**src/rtl/core/hkc_pkg.sv**
```systemverilog
`timescale 1ns / 1ps
// ----------------------------------------------------------------------------
// hkc_pkg
// shared widths, register indexes, event codes and word types for the heater
// keep-alive controller
// ----------------------------------------------------------------------------
package hkc_pkg;

    localparam int AGE_W    = 17;
    localparam int ELAPSE_W = 16;
    localparam int TEMP_W   = 10;
    localparam int PERIOD_W = 8;
    localparam int CFG_IDX_W  = 3;
    localparam int CFG_DATA_W = 17;

    localparam logic [AGE_W-1:0] AGE_MAX = {AGE_W{1'b1}};
    localparam logic [PERIOD_W-1:0] PASS_MAX = {PERIOD_W{1'b1}};

    // configuration register indexes
    localparam logic [CFG_IDX_W-1:0] REG_KA_LOST   = 3'd0;
    localparam logic [CFG_IDX_W-1:0] REG_KA_GOOD   = 3'd1;
    localparam logic [CFG_IDX_W-1:0] REG_COOL_LIM  = 3'd2;
    localparam logic [CFG_IDX_W-1:0] REG_COOL_TEMP = 3'd3;
    localparam logic [CFG_IDX_W-1:0] REG_HOT_TEMP  = 3'd4;
    localparam logic [CFG_IDX_W-1:0] REG_PERIOD    = 3'd5;

    // reset values
    localparam logic [AGE_W-1:0]           KA_LOST_RST   = 17'd75000;
    localparam logic [AGE_W-1:0]           KA_GOOD_RST   = 17'd60000;
    localparam logic [AGE_W-1:0]           COOL_LIM_RST  = 17'd90000;
    localparam logic signed [TEMP_W-1:0]   COOL_TEMP_RST = 10'sd80;
    localparam logic signed [TEMP_W-1:0]   HOT_TEMP_RST  = 10'sd90;
    localparam logic [PERIOD_W-1:0]        PERIOD_RST    = 8'd20;

    // mode codes
    localparam logic MODE_PASS    = 1'b0;
    localparam logic MODE_REFRESH = 1'b1;

    // status codes
    localparam logic [1:0] STAT_OFF      = 2'd0;
    localparam logic [1:0] STAT_FAN      = 2'd1;
    localparam logic [1:0] STAT_STARTING = 2'd2;
    localparam logic [1:0] STAT_ON       = 2'd3;

    // control events
    localparam logic [2:0] CEV_NONE     = 3'd0;
    localparam logic [2:0] CEV_REQ_OFF  = 3'd1;
    localparam logic [2:0] CEV_WDOG     = 3'd2;
    localparam logic [2:0] CEV_LINK_UP  = 3'd3;
    localparam logic [2:0] CEV_REQ_ON   = 3'd4;

    // cooldown events
    localparam logic [1:0] KEV_NONE  = 2'd0;
    localparam logic [1:0] KEV_COOL  = 2'd1;
    localparam logic [1:0] KEV_TIMER = 2'd2;

    typedef struct packed {
        logic [AGE_W-1:0]         ka_lost;
        logic [AGE_W-1:0]         ka_good;
        logic [AGE_W-1:0]         cool_lim;
        logic signed [TEMP_W-1:0] cool_temp;
        logic signed [TEMP_W-1:0] hot_temp;
        logic [PERIOD_W-1:0]      period;
    } cfg_t;

    typedef struct packed {
        logic                     mode;
        logic [ELAPSE_W-1:0]      elapsed_ms;
        logic                     heat_request;
        logic signed [TEMP_W-1:0] temperature_f;
    } item_t;

    typedef struct packed {
        logic       heater_on;
        logic       fan_on;
        logic       status_led;
        logic       status_valid;
        logic [1:0] status_code;
        logic [2:0] control_event;
        logic [1:0] cooldown_event;
    } result_t;

endpackage

```
**src/rtl/core/hkc_if.sv**
```systemverilog
`timescale 1ns / 1ps
// ----------------------------------------------------------------------------
// hkc_if
// valid/ready channels for input words and result words
// ----------------------------------------------------------------------------
interface hkc_item_if;
    import hkc_pkg::*;

    logic                     valid;
    logic                     ready;
    logic                     mode;
    logic [ELAPSE_W-1:0]      elapsed_ms;
    logic                     heat_request;
    logic signed [TEMP_W-1:0] temperature_f;

    modport source (
        output valid, mode, elapsed_ms, heat_request, temperature_f,
        input  ready
    );
    modport sink (
        input  valid, mode, elapsed_ms, heat_request, temperature_f,
        output ready
    );
endinterface

interface hkc_result_if;
    logic       valid;
    logic       ready;
    logic       heater_on;
    logic       fan_on;
    logic       status_led;
    logic       status_valid;
    logic [1:0] status_code;
    logic [2:0] control_event;
    logic [1:0] cooldown_event;

    modport source (
        output valid, heater_on, fan_on, status_led, status_valid, status_code,
               control_event, cooldown_event,
        input  ready
    );
    modport sink (
        input  valid, heater_on, fan_on, status_led, status_valid, status_code,
               control_event, cooldown_event,
        output ready
    );
endinterface

```
**src/rtl/core/hkc_cfg_regs.sv**
```systemverilog
`timescale 1ns / 1ps
// ----------------------------------------------------------------------------
// hkc_cfg_regs
// configuration register file, written by index, no read-back
// ----------------------------------------------------------------------------
module hkc_cfg_regs (
    input  logic                           clk,
    input  logic                           rst_n,
    input  logic                           cfg_we,
    input  logic [hkc_pkg::CFG_IDX_W-1:0]  cfg_index,
    input  logic [hkc_pkg::CFG_DATA_W-1:0] cfg_data,
    output hkc_pkg::cfg_t                  cfg
);
    import hkc_pkg::*;

    cfg_t cfg_reg;
    cfg_t cfg_next;

    always_comb
    begin
        cfg_next = cfg_reg;
        if (cfg_we)
        begin
            unique case (cfg_index)
                REG_KA_LOST:   cfg_next.ka_lost   = cfg_data[AGE_W-1:0];
                REG_KA_GOOD:   cfg_next.ka_good   = cfg_data[AGE_W-1:0];
                REG_COOL_LIM:  cfg_next.cool_lim  = cfg_data[AGE_W-1:0];
                REG_COOL_TEMP: cfg_next.cool_temp = cfg_data[TEMP_W-1:0];
                REG_HOT_TEMP:  cfg_next.hot_temp  = cfg_data[TEMP_W-1:0];
                REG_PERIOD:    cfg_next.period    = cfg_data[PERIOD_W-1:0];
                default:       cfg_next = cfg_reg;
            endcase
        end
    end

    always_ff @(posedge clk or negedge rst_n)
    begin
        if (!rst_n)
        begin
            cfg_reg.ka_lost   <= KA_LOST_RST;
            cfg_reg.ka_good   <= KA_GOOD_RST;
            cfg_reg.cool_lim  <= COOL_LIM_RST;
            cfg_reg.cool_temp <= COOL_TEMP_RST;
            cfg_reg.hot_temp  <= HOT_TEMP_RST;
            cfg_reg.period    <= PERIOD_RST;
        end
        else
        begin
            cfg_reg <= cfg_next;
        end
    end

    assign cfg = cfg_reg;

endmodule

```
**src/rtl/core/hkc_core.sv**
```systemverilog
`timescale 1ns / 1ps
// ----------------------------------------------------------------------------
// hkc_core
// controller state and single-pass update: ages, link hysteresis, event
// priority chain, cooldown end and status report
// ----------------------------------------------------------------------------
module hkc_core (
    input  logic             clk,
    input  logic             rst_n,
    input  logic             step,
    input  hkc_pkg::item_t   item,
    input  hkc_pkg::cfg_t    cfg,
    output hkc_pkg::result_t result
);
    import hkc_pkg::*;

    logic [AGE_W-1:0]    ka_age_reg,   ka_age_next;
    logic [AGE_W-1:0]    cd_age_reg,   cd_age_next;
    logic [PERIOD_W-1:0] pass_cnt_reg, pass_cnt_next;
    logic link_good_reg, link_good_next;
    logic heat_act_reg,  heat_act_next;
    logic cooling_reg,   cooling_next;
    logic link_lost_reg, link_lost_next;
    logic heater_reg,    heater_next;
    logic fan_reg,       fan_next;
    logic lamp_reg,      lamp_next;

    function automatic logic [AGE_W-1:0] sat_age(
        input logic [AGE_W-1:0]    a,
        input logic [ELAPSE_W-1:0] b
    );
        logic [AGE_W:0] s;
        s = {1'b0, a} + {{(AGE_W+1-ELAPSE_W){1'b0}}, b};
        return s[AGE_W] ? AGE_MAX : s[AGE_W-1:0];
    endfunction

    always_comb
    begin
        ka_age_next    = ka_age_reg;
        cd_age_next    = sat_age(cd_age_reg, item.elapsed_ms);
        pass_cnt_next  = pass_cnt_reg;
        link_good_next = link_good_reg;
        heat_act_next  = heat_act_reg;
        cooling_next   = cooling_reg;
        link_lost_next = link_lost_reg;
        heater_next    = heater_reg;
        fan_next       = fan_reg;
        lamp_next      = lamp_reg;
        result.status_valid   = 1'b0;
        result.status_code    = STAT_OFF;
        result.control_event  = CEV_NONE;
        result.cooldown_event = KEV_NONE;

        if (item.mode == MODE_REFRESH)
        begin
            ka_age_next = '0;
        end
        else
        begin
            if (pass_cnt_reg != PASS_MAX)
            begin
                pass_cnt_next = pass_cnt_reg + 1'b1;
            end
            ka_age_next = sat_age(ka_age_reg, item.elapsed_ms);
            priority if (ka_age_next > cfg.ka_lost)
            begin
                link_good_next = 1'b0;
            end
            else if (ka_age_next < cfg.ka_good)
            begin
                link_good_next = 1'b1;
            end
            else
            begin
                link_good_next = link_good_reg;
            end

            // event priority chain
            priority if (heat_act_reg && !item.heat_request && !cooling_reg)
            begin
                heater_next  = 1'b0;
                cooling_next = 1'b1;
                cd_age_next  = '0;
                result.control_event = CEV_REQ_OFF;
            end
            else if (heat_act_reg && !link_good_next && !cooling_reg)
            begin
                heater_next    = 1'b0;
                cooling_next   = 1'b1;
                cd_age_next    = '0;
                link_lost_next = 1'b1;
                result.control_event = CEV_WDOG;
            end
            else if (link_lost_reg)
            begin
                if (link_good_next || !item.heat_request)
                begin
                    link_lost_next = 1'b0;
                    result.control_event = CEV_LINK_UP;
                end
            end
            else if (!heat_act_reg && item.heat_request && !cooling_reg && link_good_next)
            begin
                heater_next   = 1'b1;
                fan_next      = 1'b1;
                heat_act_next = 1'b1;
                result.control_event = CEV_REQ_ON;
            end
            else
            begin
                result.control_event = CEV_NONE;
            end

            // status report
            if (pass_cnt_next >= cfg.period)
            begin
                if (cooling_next)
                begin
                    priority if (item.temperature_f < cfg.cool_temp)
                    begin
                        result.cooldown_event = KEV_COOL;
                    end
                    else if (cd_age_next > cfg.cool_lim && !heater_next)
                    begin
                        result.cooldown_event = KEV_TIMER;
                    end
                    else
                    begin
                        result.cooldown_event = KEV_NONE;
                    end
                    if (result.cooldown_event != KEV_NONE)
                    begin
                        fan_next      = 1'b0;
                        cooling_next  = 1'b0;
                        heat_act_next = 1'b0;
                    end
                end
                priority if (heater_next && fan_next && heat_act_next
                             && item.temperature_f > cfg.hot_temp)
                begin
                    lamp_next = 1'b1;
                    result.status_code = STAT_ON;
                end
                else if (heater_next && fan_next && heat_act_next)
                begin
                    result.status_code = STAT_STARTING;
                end
                else if (fan_next)
                begin
                    result.status_code = STAT_FAN;
                end
                else
                begin
                    lamp_next = 1'b0;
                    result.status_code = STAT_OFF;
                end
                result.status_valid = 1'b1;
                pass_cnt_next = '0;
            end
        end

        result.heater_on  = heater_next;
        result.fan_on     = fan_next;
        result.status_led = lamp_next;
    end

    always_ff @(posedge clk or negedge rst_n)
    begin
        if (!rst_n)
        begin
            ka_age_reg    <= '0;
            cd_age_reg    <= '0;
            pass_cnt_reg  <= '0;
            link_good_reg <= 1'b0;
            heat_act_reg  <= 1'b0;
            cooling_reg   <= 1'b0;
            link_lost_reg <= 1'b0;
            heater_reg    <= 1'b0;
            fan_reg       <= 1'b0;
            lamp_reg      <= 1'b0;
        end
        else if (step)
        begin
            ka_age_reg    <= ka_age_next;
            cd_age_reg    <= cd_age_next;
            pass_cnt_reg  <= pass_cnt_next;
            link_good_reg <= link_good_next;
            heat_act_reg  <= heat_act_next;
            cooling_reg   <= cooling_next;
            link_lost_reg <= link_lost_next;
            heater_reg    <= heater_next;
            fan_reg       <= fan_next;
            lamp_reg      <= lamp_next;
        end
    end

endmodule

```
**src/rtl/core/heater_keepalive_controller_top.sv**
```systemverilog
`timescale 1ns / 1ps
// ----------------------------------------------------------------------------
// heater_keepalive_controller_top
// heater and fan sequencer with keep-alive watchdog, one result word per
// input word
//
//   channel  | dir | handshake     | payload
//   ---------+-----+---------------+------------------------------------------
//   item     | in  | valid/ready   | mode, elapsed_ms, heat_request,
//            |     |               | temperature_f
//   result   | out | valid/ready   | heater_on, fan_on, status_led,
//            |     |               | status_valid, status_code, control_event,
//            |     |               | cooldown_event
//   cfg      | in  | cfg_we        | cfg_index, cfg_data
//
// one word per cycle sustained while the result side accepts; a word is captured in
// the input register and its result is then written into the result register
// the state update is a single combinational pass between those registers
// reset clears the controller state and valid flags and loads the register
// defaults; no clearing pass; a stalled result holds the result register and,
// once the input register is full, drops item.ready
// ----------------------------------------------------------------------------
module heater_keepalive_controller_top (
    input  logic                           clk,
    input  logic                           rst_n,
    hkc_item_if.sink                       item,
    hkc_result_if.source                   result,
    input  logic                           cfg_we,
    input  logic [hkc_pkg::CFG_IDX_W-1:0]  cfg_index,
    input  logic [hkc_pkg::CFG_DATA_W-1:0] cfg_data
);
    import hkc_pkg::*;

    cfg_t    cfg;
    item_t   item_reg;
    logic    item_vld_reg;
    result_t res_reg;
    logic    res_vld_reg;
    result_t res_next;
    logic    step;

    hkc_cfg_regs u_cfg (
        .clk       (clk),
        .rst_n     (rst_n),
        .cfg_we    (cfg_we),
        .cfg_index (cfg_index),
        .cfg_data  (cfg_data),
        .cfg       (cfg)
    );

    hkc_core u_core (
        .clk    (clk),
        .rst_n  (rst_n),
        .step   (step),
        .item   (item_reg),
        .cfg    (cfg),
        .result (res_next)
    );

    assign step       = item_vld_reg && (!res_vld_reg || result.ready);
    assign item.ready = !item_vld_reg || step;

    // input register
    always_ff @(posedge clk or negedge rst_n)
    begin
        if (!rst_n)
        begin
            item_vld_reg <= 1'b0;
        end
        else if (item.ready)
        begin
            item_vld_reg <= item.valid;
        end
    end

    always_ff @(posedge clk)
    begin
        if (item.ready && item.valid)
        begin
            item_reg.mode          <= item.mode;
            item_reg.elapsed_ms    <= item.elapsed_ms;
            item_reg.heat_request  <= item.heat_request;
            item_reg.temperature_f <= item.temperature_f;
        end
    end

    // result register
    always_ff @(posedge clk or negedge rst_n)
    begin
        if (!rst_n)
        begin
            res_vld_reg <= 1'b0;
        end
        else if (step)
        begin
            res_vld_reg <= 1'b1;
        end
        else if (result.ready)
        begin
            res_vld_reg <= 1'b0;
        end
    end

    always_ff @(posedge clk)
    begin
        if (step)
        begin
            res_reg <= res_next;
        end
    end

    assign result.valid          = res_vld_reg;
    assign result.heater_on      = res_reg.heater_on;
    assign result.fan_on         = res_reg.fan_on;
    assign result.status_led     = res_reg.status_led;
    assign result.status_valid   = res_reg.status_valid;
    assign result.status_code    = res_reg.status_code;
    assign result.control_event  = res_reg.control_event;
    assign result.cooldown_event = res_reg.cooldown_event;

endmodule
```
**src/flat_wrapper.sv**
```systemverilog
// flat-port wrapper written by rule: the top's interface ports become plain ports
module heater_keepalive_controller_top_flat import hkc_pkg::*;
  (clk, rst_n, cfg_we, cfg_index, cfg_data, item_valid, item_mode, item_elapsed_ms, item_heat_request, item_temperature_f, item_ready, result_valid, result_heater_on, result_fan_on, result_status_led, result_status_valid, result_status_code, result_control_event, result_cooldown_event, result_ready);
  hkc_item_if item_i ();
  hkc_result_if result_i ();
  input  logic clk;
  input  logic rst_n;
  input  logic cfg_we;
  input  logic [hkc_pkg::CFG_IDX_W-1:0] cfg_index;
  input  logic [hkc_pkg::CFG_DATA_W-1:0] cfg_data;
  input wire logic [$bits(item_i.valid)-1:0] item_valid;
  input wire logic [$bits(item_i.mode)-1:0] item_mode;
  input wire logic [$bits(item_i.elapsed_ms)-1:0] item_elapsed_ms;
  input wire logic [$bits(item_i.heat_request)-1:0] item_heat_request;
  input wire logic [$bits(item_i.temperature_f)-1:0] item_temperature_f;
  output wire logic [$bits(item_i.ready)-1:0] item_ready;
  output wire logic [$bits(result_i.valid)-1:0] result_valid;
  output wire logic [$bits(result_i.heater_on)-1:0] result_heater_on;
  output wire logic [$bits(result_i.fan_on)-1:0] result_fan_on;
  output wire logic [$bits(result_i.status_led)-1:0] result_status_led;
  output wire logic [$bits(result_i.status_valid)-1:0] result_status_valid;
  output wire logic [$bits(result_i.status_code)-1:0] result_status_code;
  output wire logic [$bits(result_i.control_event)-1:0] result_control_event;
  output wire logic [$bits(result_i.cooldown_event)-1:0] result_cooldown_event;
  input wire logic [$bits(result_i.ready)-1:0] result_ready;
  assign item_i.valid = item_valid;
  assign item_i.mode = item_mode;
  assign item_i.elapsed_ms = item_elapsed_ms;
  assign item_i.heat_request = item_heat_request;
  assign item_i.temperature_f = item_temperature_f;
  assign item_ready = item_i.ready;
  assign result_valid = result_i.valid;
  assign result_heater_on = result_i.heater_on;
  assign result_fan_on = result_i.fan_on;
  assign result_status_led = result_i.status_led;
  assign result_status_valid = result_i.status_valid;
  assign result_status_code = result_i.status_code;
  assign result_control_event = result_i.control_event;
  assign result_cooldown_event = result_i.cooldown_event;
  assign result_i.ready = result_ready;
  heater_keepalive_controller_top u_core (.clk(clk), .rst_n(rst_n), .item(item_i), .result(result_i), .cfg_we(cfg_we), .cfg_index(cfg_index), .cfg_data(cfg_data));
endmodule
```
**config.mk**
```make
export PLATFORM = sky130hd
export DESIGN_NAME = heater_keepalive_controller_top_flat
export DESIGN_NICKNAME = d
export VERILOG_FILES = /design/src/rtl/core/hkc_pkg.sv /design/src/rtl/core/hkc_if.sv /design/src/rtl/core/hkc_cfg_regs.sv /design/src/rtl/core/hkc_core.sv /design/src/rtl/core/heater_keepalive_controller_top.sv /design/src/flat_wrapper.sv
export SDC_FILE = /design/constraint.sdc
export NUM_CORES = 1
export LEC_CHECK = 0
export ABC_AREA = 1
export BUFFER_PORTS_ARGS = -buffer_cell sky130_fd_sc_hd__buf_2
export CAP_MARGIN = 20
export CORE_ASPECT_RATIO = 0.6
export CORE_MARGIN = 2
export CORE_UTILIZATION = 35
export DETAILED_ROUTE_END_ITERATION = 7
export SYNTH_ARGS = -nofsm -noshare
export SYNTH_HDL_FRONTEND = slang
export SYNTH_SLANG_ARGS = --single-unit
```
**constraint.sdc**
```tcl
create_clock -name clk -period 9.15 [get_ports clk]
set_clock_uncertainty 0.05 [all_clocks]
set_input_delay 1.83 -clock clk [delete_from_list [all_inputs] [get_ports clk]]
set_output_delay 1.83 -clock clk [all_outputs]
set_load 0.005 [all_outputs]
```
* Yosys cells after proc, flatten, opt, wreduce, memory -nomap -nowiden *
Cells that the tools add are included.

operators by class
  $lt $le $gt $ge = 6
  mux-type cells = 68
  bitwise gates (word level) = 4
  $mul = 0
  reduce and logical (&&, ||, !) cells = 38
  add/subtract/negate cells = 3
  div/mod/pow operators = 0
  equality and inequality tests = 6
  shifts and indexed selects = 0

operators with widths
  cell                                                  count
  2-to-1 mux 17 bit                                     7
  2-to-1 mux 1 bit                                      46
  adder 17 x 16 -> 18 bit                               2
  > comparator 17 bit                                   2
  2-to-1 mux 8 bit                                      3
  2-to-1 mux 2 bit                                      9
  < comparator 17 bit                                   1
  AND reduction 2 bit                                   7
  logical AND 1 bit                                     13
  > comparator 10 bit                                   1
  < comparator 10 bit                                   1
  2-to-1 mux 3 bit                                      3
  adder 8 x 1 -> 8 bit (second input constant)          1
  >= comparator 8 bit                                   1
  inequality test 8 bit (second input constant)         1
  logical NOT 1 bit                                     7
  equality test 3 x 2 -> 1 bit (second input constant)  2
  equality test 3 bit (second input constant)           2
  OR reduction 3 bit                                    2
  inverter 1 bit                                        4
  nonzero test 2 bit                                    2
  OR reduction 2 bit                                    2
  equality test 3 x 1 -> 1 bit (second input constant)  1
  logical NOT 3 bit                                     1
  2 further kinds                                       4

word-level totals
  bits in writable memories = 0
  memories = 0
  bits in registers = 169
  logic and storage cells = 156
  memory bits (read-only) = 0
  output and inout bits = 13
  latch bits = 0

* Depth between registers and ports, before layout *
  depth after elaboration = 30
  depth in mapped cells = 48

* Modules after synthesis *
A second synthesis with hierarchy kept.

unflattened totals
  cell total of the unflattened synthesis = 1251
  area, all modules = 10478.8 sq um

by module, submodules not included
  module                           cells each  area each (sq um)  seq. area each (sq um)  times used
  hkc_core                         848         6018.3             1226.2                  1
  hkc_cfg_regs                     352         3194.3             2016.9                  1
  heater_keepalive_controller_top  51          1266.2             1221.2                  1

* Worst setup path before layout *
No wires, ideal clock.

  path type = register to register
  from = reg u_core.item_reg[11] (netlist name)
  to = reg u_core.res_reg, in the netlist u_core.result.fan_on, data pin
  stages on the path, launching flop included = 42
  data arrival time = 5.212 ns
  slack = 3.628 ns
  buffers on the path = 1
  data required time = 8.841 ns
  cells stage by stage = edfxtp_1 -> ha_1 -> inv_1 -> fa_1 -> inv_1 -> nand3_1 -> and2_1 -> or2_1 -> nand2_1 -> a21oi_2 -> o21ai_1 -> nand2_1 -> nand2_1 -> a21oi_1 -> o21ai_1 -> xnor2_1 -> nand2_1 -> ha_1 -> [6 not listed] -> nand2_1 -> nand2_2 -> nand3_4 -> nand2_4 -> clkbuf_1 -> nor2_1 -> ha_1 -> nand2_1 -> nor3_1 -> nand3_1 -> o211ai_1 -> o41ai_1 -> inv_1 -> nand2_2 -> nand2_2 -> nand2_2 -> o21ai_0 -> inv_1

between the ends
  word-level cells in the longest chain between the ends = 26
  elaborated cells on any way between the ends = 43
  those cells by class = add/sub (2); order compare (3); mux (31); reduce/logical (7)

RTL lines
  element                                                 RTL line                                source
  start: declaration                                      heater_keepalive_controller_top.sv:35   item_t item_reg;
  adder 17 x 16 -> 18 bit                                 hkc_core.sv:33                          s = {1'b0, a} + {{(AGE_W+1-ELAPSE_W){1'b0}}, b};
  2-to-1 mux 17 bit                                       hkc_core.sv:34                          return s[AGE_W] ? AGE_MAX : s[AGE_W-1:0];
  < comparator 17 bit                                     hkc_core.sv:69                          else if (ka_age_next < cfg.ka_good)
  2-to-1 mux 1 bit                                        hkc_core.sv:69
  2-to-1 mux 1 bit                                        hkc_core.sv:65                          priority if (ka_age_next > cfg.ka_lost)
  2-to-1 mux 1 bit                                        hkc_core.sv:54                          if (item.mode == MODE_REFRESH)
  logical NOT 1 bit or logical AND 1 bit (tied branches)  hkc_core.sv:86, hkc_core.sv:102
  logical AND 1 bit or 2-to-1 mux 1 bit (tied branches)   hkc_core.sv:86, hkc_core.sv:102
  [11 not listed]                                         -
  nonzero test 2 bit                                      hkc_core.sv:131                         if (result.cooldown_event != KEV_NONE)
  2-to-1 mux 1 bit                                        hkc_core.sv:131
  2-to-1 mux 1 bit                                        hkc_core.sv:117                         if (cooling_next)
  2-to-1 mux 1 bit                                        hkc_core.sv:115                         if (pass_cnt_next >= cfg.period)
  2-to-1 mux 1 bit                                        hkc_core.sv:54
  2-to-1 mux 1 bit (*)                                    hkc_core.sv:115
  2-to-1 mux 1 bit (*)                                    hkc_core.sv:54
  via u_core.u_core.fan_next                              hkc_core.sv:25                          logic fan_reg, fan_next;
  end signal: assignment                                  heater_keepalive_controller_top.sv:108  res_reg <= res_next;
  end: declaration                                        heater_keepalive_controller_top.sv:37   result_t res_reg;

Mark *: on every way through the listed nets, which the timed path passes. The rest lies on a longest branch. The select of a mux whose other input is x is not followed.
A chain may end at the register's enable or synchronous reset.

* Worst setup path in the final report *
  from = reg u_core.item_reg[11] (netlist name)
  to = reg u_core.u_core.lamp_reg

between the ends
  word-level cells in the longest chain between the ends = 30
  elaborated cells on any way between the ends = 57
  those cells by class = add/sub (2); order compare (3); mux (42); reduce/logical (10)

RTL lines
  element                                                 RTL line                          source
  adder 17 x 16 -> 18 bit                                 hkc_core.sv:33
  2-to-1 mux 17 bit                                       hkc_core.sv:34
  < comparator 17 bit                                     hkc_core.sv:69
  2-to-1 mux 1 bit                                        hkc_core.sv:69
  2-to-1 mux 1 bit                                        hkc_core.sv:65
  2-to-1 mux 1 bit                                        hkc_core.sv:54
  logical NOT 1 bit or logical AND 1 bit (tied branches)  hkc_core.sv:86, hkc_core.sv:102
  logical AND 1 bit or 2-to-1 mux 1 bit (tied branches)   hkc_core.sv:86, hkc_core.sv:102
  [14 not listed]                                         -
  2-to-1 mux 1 bit                                        hkc_core.sv:115
  2-to-1 mux 1 bit                                        hkc_core.sv:54
  logical AND 1 bit (2 in a row)                          hkc_core.sv:138, hkc_core.sv:144
  2-to-1 mux 1 bit or logical AND 1 bit (tied branches)   hkc_core.sv:144, hkc_core.sv:139
  2-to-1 mux 1 bit (*)                                    hkc_core.sv:138                   priority if (heater_next && fan_next && heat_act_next
  2-to-1 mux 1 bit (*)                                    hkc_core.sv:115
  2-to-1 mux 1 bit (*)                                    hkc_core.sv:54
  via u_core.u_core.lamp_next                             hkc_core.sv:26                    logic lamp_reg, lamp_next;
  end signal: assignment                                  hkc_core.sv:193                   lamp_reg <= lamp_next;
  end: declaration                                        hkc_core.sv:26

Marked as above.

==> impl_metrics.toml <==
[cts]
cts_htree_levels = 4
clkTransAtPathRegs_ps = 70
cts_root_buf = "clkbuf_16"
cts-buffers-inserted = 17
cts_tree = "built"
clock_path_buffers = 2
cts_setup_buffers = 0
cts_hold_buf = 0
clk-insertion-delay-late_ps = 450
clkSinkCount = 169
cts_resized = 0

[setup_path]
cpMostUsedCell = "nand2_1"
crit_slowest_cell = "fa_1"
criticalPathCategory = "flop to flop"
worstReg2RegStart = "u_core.item_reg[11]"
crit_path_end_kind = "flop"
r2r_slack_ps = 2930
worst-r2r-cell-count = 44
critPathArrivalTime_ps = 6560
crit_path_start_kind = "flop"
slowest_delay_ps = 380
critical_path.top_delay_family = "simple AND/OR/NAND/NOR gates"
path_buf_inv = 4
r2r-end = "u_core.u_core.lamp_reg"
cp.required_ps = 9490
cp_num_cells = 44
critPathMaxFanout = 18

[min_path]
holdPathEnd = "u_core.u_cfg.cfg[18]"
holdPathStages = 2
min_path_type = "flop to flop"
hold_start = "u_core.u_cfg.cfg[18]"

[placement]
port_buffers = 65
place_hpwl_mm = 20.2
dpl-instance-area_um2 = 10900
routabilityCongestion = 0.854

[sta]
finalCritPeriodShare = 0.680
hold_slack_ps = 436
fmax_mhz = 161
slew-limit-headroom = 0.360
finalHoldViolCount = 0
fin_crit_ps = 6220
slew_viol_final = 0
rsz0062_at_grt = "no"
setup_tns_ps = 0
finalSetupViolations = 0
worst_pin_slew_ps = 959

[layout]
final_common_cell = "nand2_1"
fin_area_um2 = 11500
area_delta_synth_final_pct = 13.5
final_nets = 1397
drive_above_1_share = 0.158
layout_common_cells = "nand2_1, inv_1, o21ai_0, ha_1, dfrtp_1"
largest_reg_flops = 79
num-fill-cells = 2839

[global_route]
antenna_found_initial = 1
grt_max_degree = 74
grt_pass1_vias = 7614
overflow = 0
track_usage = 0.185
grt_pass1_wl_mm = 42.9

[routing]
dr.pass1.iters = 5
routedWlPerCell_um = 16.3
routed_wirelength_mm = 26.4
ant_nets = 0
drt_iter0_markers = 635
num_vias = 8038
drc_errors = 0
via_per_inst = 4.96

[yosys]
synth_ff_type = "dfrtp_1"
syn-mean-instance-area_um2 = 8.72
yosys.area.top_type_share = 0.241
syn-num-nets = 1330
synth_area_um2 = 10200
synthCells = 1165
synth_top_cell_by_area = "dfrtp_1"
async_flop_share = 0.769
ys_seq_elements = 169
synth.distinct_cells = 57
synthTopCellsByArea = "dfrtp_1, ha_1, edfxtp_1"
yosysSeqAreaShare = 0.439
yosys_warnings = 0
synth_edf_count = 39

[floorplan]
start_util = 0.355
dieArea_um2 = 30400
io_pins = 66
rows = 48
die_y_um = 136
die_w_um = 224
coreArea_um2 = 28600

[run_status]
status = "completed"

[power]
power.density_nw_per_um2 = 347
leakage_nw = 5.57
ir_drop_mv = 0.140

[flow_run]
drv_cap = 0
## cell type report
cell class | instances | area, µm² | share of cell area
repair buffers | 73 | 423 | 0.0367
clock inverters | 10 | 114 | 0.00988
inverters | 180 | 676 | 0.0586
multi-input cells | 791 | 4900 | 0.425
flip-flops and latches | 169 | 4460 | 0.387
clock buffers | 22 | 475 | 0.0412
diodes | 1 | 2.50 | 0.000217
well taps | 375 | 469 | 0.0407
## cells by family (layout without fill, tap and decap cells)
family,Yosys count,after routing,share of synthesized area
XOR/XNOR,18,18,0.0155
adder cells (fa/ha/maj),112,112,0.139
flip-flops,169,169,0.439
other,0,1,0
AO/OA/AOI/OAI,262,262,0.153
AND/OR/NAND/NOR,399,399,0.175
buffers and inverters,205,285,0.0781
## power breakdown
part | internal [W] | switching [W]
Clock | 0.000427 | 0.000317
Sequential | 0.000985 | 0.000123
Combinational | 0.000805 | 0.00134
## synthesized netlist by cell type (all sizes together), types with 13 or more instances
| cell type | instances |
|---|---|
| ha | 110 |
| dfstp | 32 |
| nand4 | 13 |
| o21ai | 142 |
| edfxtp | 39 |
| nor2 | 76 |
| dfrtp | 98 |
| nand3 | 39 |
| inv | 180 |
| a21oi | 74 |
| nand2 | 247 |
| clkbuf | 23 |
## metal layers
metal	wire (µm)	vias to the layer above	GRT usage
met2	10100	225	0.248
met4	263	0	0.0407
met3	1840	25	0.0452
met5	0	-	0
li1	-	4007	-
met1	14300	3781	0.292
## worst reg2reg max path, delay by kind of cell (launching register included)
| kind | cells | cell delay, ps |
|---|---|---|
| simple gates | 25 | 2650 |
| xor+xnor | 1 | 130 |
| compound gates | 10 | 1360 |
| fa+ha+maj | 4 | 1270 |
| buf+inv | 4 | 320 |
| flops | 1 | 350 |
## worst max-delay path by stage
stage,slack [ps],start,endpoint
after floorplan,3630,u_core.item_reg[11],u_core.result.fan_on
after global placement,3210,u_core.item_reg[11],u_core.u_core.lamp_reg
after detailed placement,3040,u_core.item_reg[11],u_core.u_core.lamp_reg
after CTS,2980,u_core.item_reg[11],u_core.u_core.lamp_reg
after global routing,2380,u_core.item_reg[11],u_core.u_core.lamp_reg
final,2930,u_core.item_reg[11],u_core.u_core.lamp_reg
## metrics by stage
stage / cells / setup WS [ps] / utilization / power, W
2_1_floorplan: 1165 / 3630 / - / 0.00269
3_3_place_gp: 1585 / 3210 / 0.380 / 0.00320
3_5_place_dp: 1585 / 3040 / 0.380 / 0.00324
4_1_cts: 1617 / 2980 / 0.400 / 0.00400
5_1_grt: 1620 / 2380 / 0.402 / 0.00439
6_report: 1621 / 2930 / 0.402 / 0.00400
Note: power is estimated with default switching activity, not from simulation.
